### config.mk
export PLATFORM = sky130hd
export DESIGN_NAME = light_lux_from_channels_top_flat
export DESIGN_NICKNAME = d
export VERILOG_FILES = /design/src/sv/llfc_pkg.sv /design/src/sv/llfc_in_if.sv /design/src/sv/llfc_out_if.sv /design/src/sv/llfc_scale.sv /design/src/sv/llfc_knee.sv /design/src/sv/llfc_coef.sv /design/src/sv/llfc_round.sv /design/src/sv/light_lux_from_channels_top.sv /design/src/flat_wrapper.sv
export VERILOG_INCLUDE_DIRS = /design/src /design/src/sv
export SDC_FILE = /design/constraint.sdc
export NUM_CORES = 2
export LEC_CHECK = 0
export ABC_AREA = 0
export BUFFER_PORTS_ARGS = -buffer_cell sky130_fd_sc_hd__buf_2
export CAP_MARGIN = 40
export CELL_PAD_IN_SITES_DETAIL_PLACEMENT = 2
export CELL_PAD_IN_SITES_GLOBAL_PLACEMENT = 2
export CORE_MARGIN = 10
export CORE_UTILIZATION = 40
export CTS_CLUSTER_SIZE = 10
export DETAILED_ROUTE_END_ITERATION = 16
export GPL_TIMING_DRIVEN = 0
export PLACE_DENSITY_LB_ADDON = 0.1
export SYNTH_ARGS = -nofsm -noshare
export SYNTH_HDL_FRONTEND = slang
export SYNTH_SLANG_ARGS = --single-unit
### constraint.sdc
create_clock -name clk -period 7.65 [get_ports clk]
set_input_delay 1.1475 -clock clk [delete_from_list [all_inputs] [get_ports clk]]
set_output_delay 1.1475 -clock clk [all_outputs]
set_load 0.02 [all_outputs]
### src/sv/light_lux_from_channels_top_macros.svh
// Assertion helpers used by the top-level module.
`ifndef LIGHT_LUX_FROM_CHANNELS_TOP_MACROS_SVH
`define LIGHT_LUX_FROM_CHANNELS_TOP_MACROS_SVH

// same-cycle implication
`define LLFC_ASSERT_NOW(label, clk, rst, ante, cons) \
  label: assert property (@(posedge clk) disable iff (rst) (ante) |-> (cons)) \
    else $error("llfc assertion failed");

// implication in the next cycle
`define LLFC_ASSERT_NEXT(label, clk, rst, ante, cons) \
  label: assert property (@(posedge clk) disable iff (rst) (ante) |=> (cons)) \
    else $error("llfc assertion failed");

`endif

### src/sv/llfc_pkg.sv
`default_nettype none
package llfc_pkg;

  localparam int RAW_W      = 16;
  localparam int LUX_W      = 24;
  localparam int CHAN_SHIFT = 10;
  localparam int RATIO_BITS = 9;
  localparam int LUX_BITS   = 14;
  localparam int SEG_COUNT  = 7;
  localparam int FACTOR_W   = 19;
  localparam int COEF_W     = 10;
  localparam int KNEE_W     = 10;

  // raw * factor, then >> CHAN_SHIFT
  localparam int PROD_W   = RAW_W + FACTOR_W;
  localparam int SCALED_W = PROD_W - CHAN_SHIFT;
  // knee compare: c0 * (2k+1) against c1 << (RATIO_BITS+1)
  localparam int CMP_W    = SCALED_W + KNEE_W + 1;

  localparam logic [FACTOR_W-1:0] CHAN_FACTOR = FACTOR_W'(32'h7517 << 4);

  localparam logic [KNEE_W-1:0] KNEE [SEG_COUNT] = '{
    10'h040, 10'h080, 10'h0c0, 10'h100, 10'h138, 10'h19a, 10'h29a
  };
  localparam logic [COEF_W-1:0] ICEPT [SEG_COUNT] = '{
    10'h1f2, 10'h214, 10'h23f, 10'h270, 10'h16f, 10'h0d2, 10'h018
  };
  localparam logic [COEF_W-1:0] SLOPE [SEG_COUNT] = '{
    10'h1be, 10'h2d1, 10'h37b, 10'h3fe, 10'h1fc, 10'h0fb, 10'h012
  };

  typedef struct packed {
    logic [SCALED_W-1:0] c0;
    logic [SCALED_W-1:0] c1;
  } scaled_t;

  typedef struct packed {
    scaled_t              ch;
    logic [SEG_COUNT-1:0] hit;
  } knee_t;

  typedef struct packed {
    logic [PROD_W-1:0] pos;
    logic [PROD_W-1:0] neg;
  } terms_t;

endpackage
`default_nettype wire

### src/sv/llfc_in_if.sv
`default_nettype none
interface llfc_in_if;
  import llfc_pkg::*;

  logic             valid;
  logic             ready;
  logic [RAW_W-1:0] broadband_count;
  logic [RAW_W-1:0] infrared_count;

  modport source (output valid, output broadband_count, output infrared_count,
                  input ready);
  modport sink (input valid, input broadband_count, input infrared_count,
                output ready);
endinterface
`default_nettype wire

### src/sv/llfc_out_if.sv
`default_nettype none
interface llfc_out_if;
  import llfc_pkg::*;

  logic             valid;
  logic             ready;
  logic [LUX_W-1:0] lux;

  modport source (output valid, output lux, input ready);
  modport sink (input valid, input lux, output ready);
endinterface
`default_nettype wire

### src/sv/llfc_scale.sv
`default_nettype none
module llfc_scale (
  input  logic              clk,
  input  logic              rst,
  llfc_in_if.sink           sample,
  output logic              ch_valid,
  input  logic              ch_ready,
  output llfc_pkg::scaled_t ch
);
  import llfc_pkg::*;

  logic [PROD_W-1:0] p0;
  logic [PROD_W-1:0] p1;
  scaled_t           ch_next;

  assign sample.ready = !ch_valid || ch_ready;

  always_comb begin
    p0 = PROD_W'(sample.broadband_count) * PROD_W'(CHAN_FACTOR);
    p1 = PROD_W'(sample.infrared_count) * PROD_W'(CHAN_FACTOR);
    ch_next.c0 = p0[PROD_W-1:CHAN_SHIFT];
    ch_next.c1 = p1[PROD_W-1:CHAN_SHIFT];
  end

  always_ff @(posedge clk) begin
    if (rst) begin
      ch_valid <= 1'b0;
    end else if (sample.ready) begin
      ch_valid <= sample.valid;
    end
  end

  always_ff @(posedge clk) begin
    if (sample.ready && sample.valid) begin
      ch <= ch_next;
    end
  end
endmodule
`default_nettype wire

### src/sv/llfc_knee.sv
`default_nettype none
module llfc_knee (
  input  logic              clk,
  input  logic              rst,
  input  logic              ch_valid,
  output logic              ch_ready,
  input  llfc_pkg::scaled_t ch,
  output logic              knee_valid,
  input  logic              knee_ready,
  output llfc_pkg::knee_t   knee
);
  import llfc_pkg::*;

  // round(q/2) <= k  <=>  c1 << (RATIO_BITS+1) < (2k+1) * c0, no divide needed
  logic [CMP_W-1:0]     num;
  logic [SEG_COUNT-1:0] hit_next;

  assign ch_ready = !knee_valid || knee_ready;

  always_comb begin
    num = CMP_W'({ch.c1, {(RATIO_BITS + 1){1'b0}}});
    for (int i = 0; i < SEG_COUNT; i++) begin
      // zero broadband means ratio 0: every knee passes
      hit_next[i] = (ch.c0 == '0) ||
                    (num < CMP_W'(ch.c0) * CMP_W'({KNEE[i], 1'b1}));
    end
  end

  always_ff @(posedge clk) begin
    if (rst) begin
      knee_valid <= 1'b0;
    end else if (ch_ready) begin
      knee_valid <= ch_valid;
    end
  end

  always_ff @(posedge clk) begin
    if (ch_ready && ch_valid) begin
      knee.ch  <= ch;
      knee.hit <= hit_next;
    end
  end
endmodule
`default_nettype wire

### src/sv/llfc_coef.sv
`default_nettype none
module llfc_coef (
  input  logic             clk,
  input  logic             rst,
  input  logic             knee_valid,
  output logic             knee_ready,
  input  llfc_pkg::knee_t  knee,
  output logic             terms_valid,
  input  logic             terms_ready,
  output llfc_pkg::terms_t terms
);
  import llfc_pkg::*;

  logic [COEF_W-1:0] b;
  logic [COEF_W-1:0] m;
  terms_t            terms_next;

  assign knee_ready = !terms_valid || terms_ready;

  // first passing knee wins; none passing (ratio past 1.3) gives zero
  always_comb begin
    b = '0;
    m = '0;
    for (int i = SEG_COUNT - 1; i >= 0; i--) begin
      if (knee.hit[i]) begin
        b = ICEPT[i];
        m = SLOPE[i];
      end
    end
    terms_next.pos = PROD_W'(knee.ch.c0) * PROD_W'(b);
    terms_next.neg = PROD_W'(knee.ch.c1) * PROD_W'(m);
  end

  always_ff @(posedge clk) begin
    if (rst) begin
      terms_valid <= 1'b0;
    end else if (knee_ready) begin
      terms_valid <= knee_valid;
    end
  end

  always_ff @(posedge clk) begin
    if (knee_ready && knee_valid) begin
      terms <= terms_next;
    end
  end
endmodule
`default_nettype wire

### src/sv/llfc_round.sv
`default_nettype none
module llfc_round (
  input  logic             clk,
  input  logic             rst,
  input  logic             terms_valid,
  output logic             terms_ready,
  input  llfc_pkg::terms_t terms,
  llfc_out_if.source       result
);
  import llfc_pkg::*;

  logic [PROD_W-1:0] diff;
  logic [PROD_W:0]   rounded;
  logic [LUX_W-1:0]  lux_next;

  assign terms_ready = !result.valid || result.ready;

  always_comb begin
    diff     = (terms.pos >= terms.neg) ? (terms.pos - terms.neg) : '0;
    rounded  = {1'b0, diff} + ((PROD_W + 1)'(1) << (LUX_BITS - 1));
    // shifted value is 22 bits wide, so it never reaches the 24-bit clamp
    lux_next = LUX_W'(rounded[PROD_W:LUX_BITS]);
  end

  always_ff @(posedge clk) begin
    if (rst) begin
      result.valid <= 1'b0;
    end else if (terms_ready) begin
      result.valid <= terms_valid;
    end
  end

  always_ff @(posedge clk) begin
    if (terms_ready && terms_valid) begin
      result.lux <= lux_next;
    end
  end
endmodule
`default_nettype wire

### src/sv/light_lux_from_channels_top.sv
// Lux from a broadband/infrared count pair. One pair is taken every clock while
// the result is not back-pressured, and each lux value passes through four
// register stages: channel scaling multipliers, breakpoint compares on the
// infrared/broadband ratio, intercept and slope multipliers, and the final
// subtract, round and shift. Each stage holds its item while the next one is
// full, so back-pressure on the result stalls the pipe without loss; the input
// stays ready as long as some stage has room.
`default_nettype none
`include "light_lux_from_channels_top_macros.svh"
module light_lux_from_channels_top (
  input  logic       clk,
  input  logic       rst,
  llfc_in_if.sink    sample,
  llfc_out_if.source result
);
  import llfc_pkg::*;

  logic    ch_valid;
  logic    ch_ready;
  scaled_t ch;
  logic    knee_valid;
  logic    knee_ready;
  knee_t   knee;
  logic    terms_valid;
  logic    terms_ready;
  terms_t  terms;

  // set where a knee passes but the next one up does not
  logic [SEG_COUNT-2:0] hit_gap;

  llfc_scale u_scale (
    .clk      (clk),
    .rst      (rst),
    .sample   (sample),
    .ch_valid (ch_valid),
    .ch_ready (ch_ready),
    .ch       (ch)
  );

  llfc_knee u_knee (
    .clk        (clk),
    .rst        (rst),
    .ch_valid   (ch_valid),
    .ch_ready   (ch_ready),
    .ch         (ch),
    .knee_valid (knee_valid),
    .knee_ready (knee_ready),
    .knee       (knee)
  );

  llfc_coef u_coef (
    .clk         (clk),
    .rst         (rst),
    .knee_valid  (knee_valid),
    .knee_ready  (knee_ready),
    .knee        (knee),
    .terms_valid (terms_valid),
    .terms_ready (terms_ready),
    .terms       (terms)
  );

  llfc_round u_round (
    .clk         (clk),
    .rst         (rst),
    .terms_valid (terms_valid),
    .terms_ready (terms_ready),
    .terms       (terms),
    .result      (result)
  );

  assign hit_gap = knee.hit[SEG_COUNT-2:0] & ~knee.hit[SEG_COUNT-1:1];

  // an accepted request always lands in the first stage
  `LLFC_ASSERT_NEXT(a_accept_fills, clk, rst, sample.valid && sample.ready, ch_valid)
  // an empty first stage never refuses a request
  `LLFC_ASSERT_NOW(a_ready_when_empty, clk, rst, !ch_valid, sample.ready)
  // knees increase, so passing flags form one run up to the last segment
  `LLFC_ASSERT_NOW(a_knee_monotone, clk, rst, knee_valid, hit_gap == '0)
  // zero broadband selects the first segment
  `LLFC_ASSERT_NOW(a_zero_broadband, clk, rst, knee_valid && (knee.ch.c0 == '0), knee.hit[0])
endmodule
`default_nettype wire

### src/flat_wrapper.sv
// flat-port wrapper written by rule: the top's interface ports become plain ports
module light_lux_from_channels_top_flat import llfc_pkg::*;
  (clk, rst, sample_valid, sample_broadband_count, sample_infrared_count, sample_ready, result_valid, result_lux, result_ready);
  llfc_in_if sample_i ();
  llfc_out_if result_i ();
  input  logic clk;
  input  logic rst;
  input wire logic [$bits(sample_i.valid)-1:0] sample_valid;
  input wire logic [$bits(sample_i.broadband_count)-1:0] sample_broadband_count;
  input wire logic [$bits(sample_i.infrared_count)-1:0] sample_infrared_count;
  output wire logic [$bits(sample_i.ready)-1:0] sample_ready;
  output wire logic [$bits(result_i.valid)-1:0] result_valid;
  output wire logic [$bits(result_i.lux)-1:0] result_lux;
  input wire logic [$bits(result_i.ready)-1:0] result_ready;
  assign sample_i.valid = sample_valid;
  assign sample_i.broadband_count = sample_broadband_count;
  assign sample_i.infrared_count = sample_infrared_count;
  assign sample_ready = sample_i.ready;
  assign result_valid = result_i.valid;
  assign result_lux = result_i.lux;
  assign result_i.ready = result_ready;
  light_lux_from_channels_top u_core (.clk(clk), .rst(rst), .sample(sample_i), .result(result_i));
endmodule
Word-level counts from Yosys, hierarchy flattened
Cells that the tools add are included.
{"block": "word_totals", "ff_bits": 203, "in_bits": 36, "out_inout_bits": 26, "elab_cells": 68}
{"block": "classes", "n_addsub": 2, "multipliers": 11, "n_lt_le_gt_ge": 8, "mux": 15, "n_reduce_logical": 20}
{"op": "$mux 10", "n": 12}
{"op": "$lt 35x35->1", "n": 3}
{"op": "$mul 25x10->35 const B", "n": 3}
{"op": "$lt 35x34->1", "n": 2}
{"op": "$mul 25x10->35", "n": 2}
{"op": "$mul 25x9->34 const B", "n": 2}
{"op": "$mul 16x15->31 const B", "n": 2}
{"op": "$add 35x14->36 const B", "n": 1}
{"op": "$lt 35x36->1", "n": 1}
{"op": "$mul 25x11->36 const B", "n": 1}
{"op": "$ge 35x35->1", "n": 1}
{"op": "$lt 35x33->1", "n": 1}
{"op": "$mux 35", "n": 1}
{"op": "$sub 35x35->35", "n": 1}
{"op": "$mul 25x8->33 const B", "n": 1}
{"op": "$logic_not 25->1", "n": 1}
{"op": "$logic_or 1x1->1", "n": 11}
{"op": "$mux 5", "n": 2}
{"op": "$logic_and 1x1->1", "n": 4}
{"op": "$logic_not 1->1", "n": 4}

Logic depth before layout (Yosys ltp)
{"block": "logic_depth", "ltp_word": 8, "mapped_depth": 31, "mapped_depth_nobuf": 31}

By module
Synthesis repeated with hierarchy kept, for this count alone.
{"block": "hier_totals", "hier_cells": 5859, "hier_area_um2": 55543.3}
{"module": "llfc_knee", "instances": 1, "cells_per_inst": 2738, "area_each_um2": 25112.8, "seq_area_each_um2": 1731.7}
{"module": "llfc_coef", "instances": 1, "cells_per_inst": 1851, "area_each_um2": 17648.2, "seq_area_each_um2": 2122.0}
{"module": "llfc_scale", "instances": 1, "cells_per_inst": 848, "area_each_um2": 9511.6, "seq_area_each_um2": 1521.5}
{"module": "llfc_round", "instances": 1, "cells_per_inst": 422, "area_each_um2": 3270.6, "seq_area_each_um2": 680.7}

Worst setup path before layout
OpenSTA, ideal clock, no wires.
{"block": "synth_path", "path_kind": "reg-to-reg", "start": "register, netlist name u_core.u_scale.ch[32]", "end": "register, netlist name u_core.u_knee.knee[5]", "arrival_ps": 6994, "required_time_ps": 7492, "setup_slack_ps": 499, "stages_incl_launch_ff": 28, "n_path_buf": 0, "period_less_slack_ps": 7151, "path_cell_list": "edfxtp_1 -> inv_1 -> ha_1 -> ha_1 -> or2_2 -> fa_1 -> fa_1 -> inv_1 -> fa_1 -> inv_1 -> ha_1 -> a21o_1 -> a21o_1 -> a21o_1 -> a21o_1 -> a21oi_1 -> nand2_1 -> a21oi_1 -> o21bai_1 -> a21o_1 -> a21oi_1 -> xor2_1 -> ha_1 -> or4_1 -> a211oi_1 -> a2111oi_0 -> a2111o_1 -> o211ai_1"}
{"block": "synth_between", "elab_chain_len": 3}
{"item": "$mul 25x10->35", "line_no": "llfc_knee.sv:25", "source": "(num < CMP_W'(ch.c0) * CMP_W'({KNEE[i], 1'b1}));"}
{"item": "$lt 35x35->1", "line_no": "llfc_knee.sv:25"}
{"item": "$logic_or 1x1->1 *", "line_no": "llfc_knee.sv:24", "source": "hit_next[i] = (ch.c0 == '0) ||"}
{"item": "net u_core.u_knee.hit_next[5]", "line_no": "llfc_knee.sv:16", "source": "logic [SEG_COUNT-1:0] hit_next;"}
Mark *: on every way through the listed nets, which the timed path passes. The rest lies on a longest branch.
A chain may end at the register's enable or synchronous reset.

Final worst setup path
{"block": "layout_path", "start": "register, netlist name u_core.u_scale.ch[33]", "end": "register, netlist name u_core.u_knee.knee[5]"}
{"block": "layout_between", "elab_chain_len": 3}
{"item": "$mul 25x10->35", "line_no": "llfc_knee.sv:25"}
{"item": "$lt 35x35->1", "line_no": "llfc_knee.sv:25"}
{"item": "$logic_or 1x1->1 *", "line_no": "llfc_knee.sv:24"}
{"item": "net u_core.u_knee.hit_next[5]", "line_no": "llfc_knee.sv:16"}
Marked as above.

==> results.yml <==
routing:
  vias: 42137
  drtIter0Drc: 1600
  first_pass_iters: 6
  drt-wirelength-per-cell_um: 24.6
  dr.max_layer_used: "met5"
  drc: 0
  wl_met2_um: 98300
  met1_length_um: 78600
  ant_nets: 0
  viasPerCell: 5.51
  drt_wl_total_um: 188000
  wl_met3_um: 3900
placed_design:
  placedCellCount: 7475
  io_buffer_count: 59
  gp_congestion: 0.844
  postPlaceCellArea_sq_um: 57700
  hpwl_um: 151000
worst_setup_path:
  cp.required_ns: 8.02
  worst_ep_arrival_time_ns: 8.23
  path_class: "reg -> reg"
  cp_slowest_cell: "fa_1"
  end_kind: "flip-flop"
  crit_path_max_incr_delay_ns: 0.59
  path_max_fanout: 4
  start_kind: "flip-flop"
sta:
  setup_ws_ns: -0.212
  finalSetupViolations: 1
  relSlewSlack: 0.370
  min_period_ns: 7.86
  slew_viol_final: 0
  hold_viol: 0
  rsz0062_at_grt: "true"
  fmax_mhz: 127
  clock-skew-final_ns: 0.0207
  worstMarginPinSlew_ns: 0.921
  min_period_over_period: 1.03
  tns_ns: -0.212
synth:
  yosysUniqueCellTypes: 90
  netlist_area_sq_um: 53900
  ys_seq_area_frac: 0.112
  yosys.area.top_type_share: 0.274
  synth_top_area_cell: "fa_1"
  synth_edf_count: 199
  netlist_instances: 5587
  yosys_warnings: 0
  synth-seq-cells: 203
  async_reset_ff_frac: 0
  syn_area_per_cell_sq_um: 9.65
  synthTopCellsByArea: "fa_1, ha_1, edfxtp_1"
  ys.flop_type: "edfxtp_1"
floorplanning:
  io-pin-count: 62
  die_y_um: 387
  initial_core_util: 0.403
  die_w_um: 387
  die_area_sq_um: 150000
  core_area_sq_um: 134000
  num_rows: 134
global_routing:
  grt_overflow: 0
  grt_max_degree: 33
  grt_pass1_vias: 48480
  grt_antenna_before_repair: 6
  grt_usage: 0.238
  grt_pass1_wl_um: 282000
cts:
  cts.sink_count: 203
  path_clk_slew_ns: 0.06
  clk_latency_ns: 0.65
  cts.hold.buffers_added: 0
  cts_buffers: 31
  root_buffer: "clkbuf_16"
  h-tree-depth: 1
  cts_tree: "done"
  cts_buffer_depth: 3
finish:
  syn_to_final_growth_pct: 12.3
  drive_above_1_share: 0.0867
  final_area_sq_um: 60600
  num_antenna_cells: 0
  final_cells: 7648
  final_net_count: 7761
outcome:
  violations: "negative setup slack"
  run_status: "complete, but fails checks"
hold_path:
  hold_path_class: "reg -> reg"
job:
  cap_viol_max_count: 0
area by class of cell:
type / count / area (sq um)
Buffer: 75 / 343
Tap cell: 1768 / 2210
Inverter: 981 / 3740
Multi-Input combinational cell: 4319 / 44700
Sequential cell: 203 / 6060
Timing Repair Buffer: 249 / 2570
Fill cell: 14299 / 73200
Clock inverter: 21 / 210
Clock buffer: 32 / 779
critical path, delay by kind of cell, from the launching register on:
family	cells	cell delay, ns
AOI/OAI and AO/OA	9	1.97
xor gates and xnor gates	3	0.74
adders and majority gates	6	2.52
buffers and inverters	7	0.97
DFF	1	0.40
and+or+nand+nor	4	0.95
per-stage QoR:
step | setup WS [ns] | utilization | hold WS [ns]
2_1_floorplan | 0.499 | - | 0.444
3_5_place_dp | -1.75 | 0.431 | 0.519
4_1_cts | -0.00581 | 0.446 | 0.533
5_1_grt | -0.376 | 0.453 | 0.566
6_report | -0.212 | 0.453 | 0.523
3_3_place_gp | -2.40 | 0.422 | 0.461
cells in the final DEF, fill, tap and decap left out, types with 125 or more instances in the layout:
master       n
a21o_1     169
a21oi_1    237
and2_1     236
buf_4      125
edfxtp_1   199
fa_1       736
ha_1      1099
inv_1      957
nand2_1    353
nor2_1     177
o21ai_0    129
xnor2_1    171
xor2_1     128
flip-flops by register name, indices dropped and copies added (netlist names):
signal                       count
u_core.u_round.result.valid      1
u_core.u_knee.knee_valid         1
u_core.u_scale.ch_valid          1
u_core.u_knee.knee              57
u_core.u_round.result.lux       22
u_core.u_coef.terms             70
u_core.u_coef.terms_valid        1
u_core.u_scale.ch               50
per-layer routing:
layer  track usage  vias to the layer above
li1              -                    19166
met1         0.286                    22107
met2         0.450                      549
met3        0.0177                      313
met4        0.0681                        2
met5             0                        -
kinds of logic after synthesis:
logic type | after synthesis | synth area share
other cells | 1 | 0.0000695
simple gates | 1284 | 0.123
mux | 7 | 0.00137
compound gates | 852 | 0.103
buf+inv | 1066 | 0.0748
fa+ha+maj | 1865 | 0.535
flops | 203 | 0.112
xor+xnor | 309 | 0.0502
synth_stat cells (137+ instances only):
cell         n
ha_1      1128
inv_1      979
fa_1       737
nand2_1    355
a21oi_1    254
and2_1     236
edfxtp_1   199
nor2_1     187
xnor2_1    172
a21o_1     170
o21ai_0    137
xor2_1     137
final timing paths:
check                            from                         to  slack (ns)  depth (start not counted)
max             u_core.u_scale.ch[33]      u_core.u_knee.knee[5]       -0.21                         29
min          u_core.u_knee.knee_valid  u_core.u_coef.terms_valid        0.52                          2
min reg2reg  u_core.u_knee.knee_valid  u_core.u_coef.terms_valid        0.52                          2
max reg2reg     u_core.u_scale.ch[33]      u_core.u_knee.knee[5]       -0.21                         29
what timing repair did:
| item | CTS | global route |
|---|---|---|
| resized for setup | 98 | 121 |
| pin swaps | 18 | 46 |
| setup endpoints to repair | 19 | 20 |
| buffers inserted | 70 | 60 |
Power is left out: the tool's default activity adds up to more than one toggle a clock period on the data nets, which glitch-free logic cannot reach.
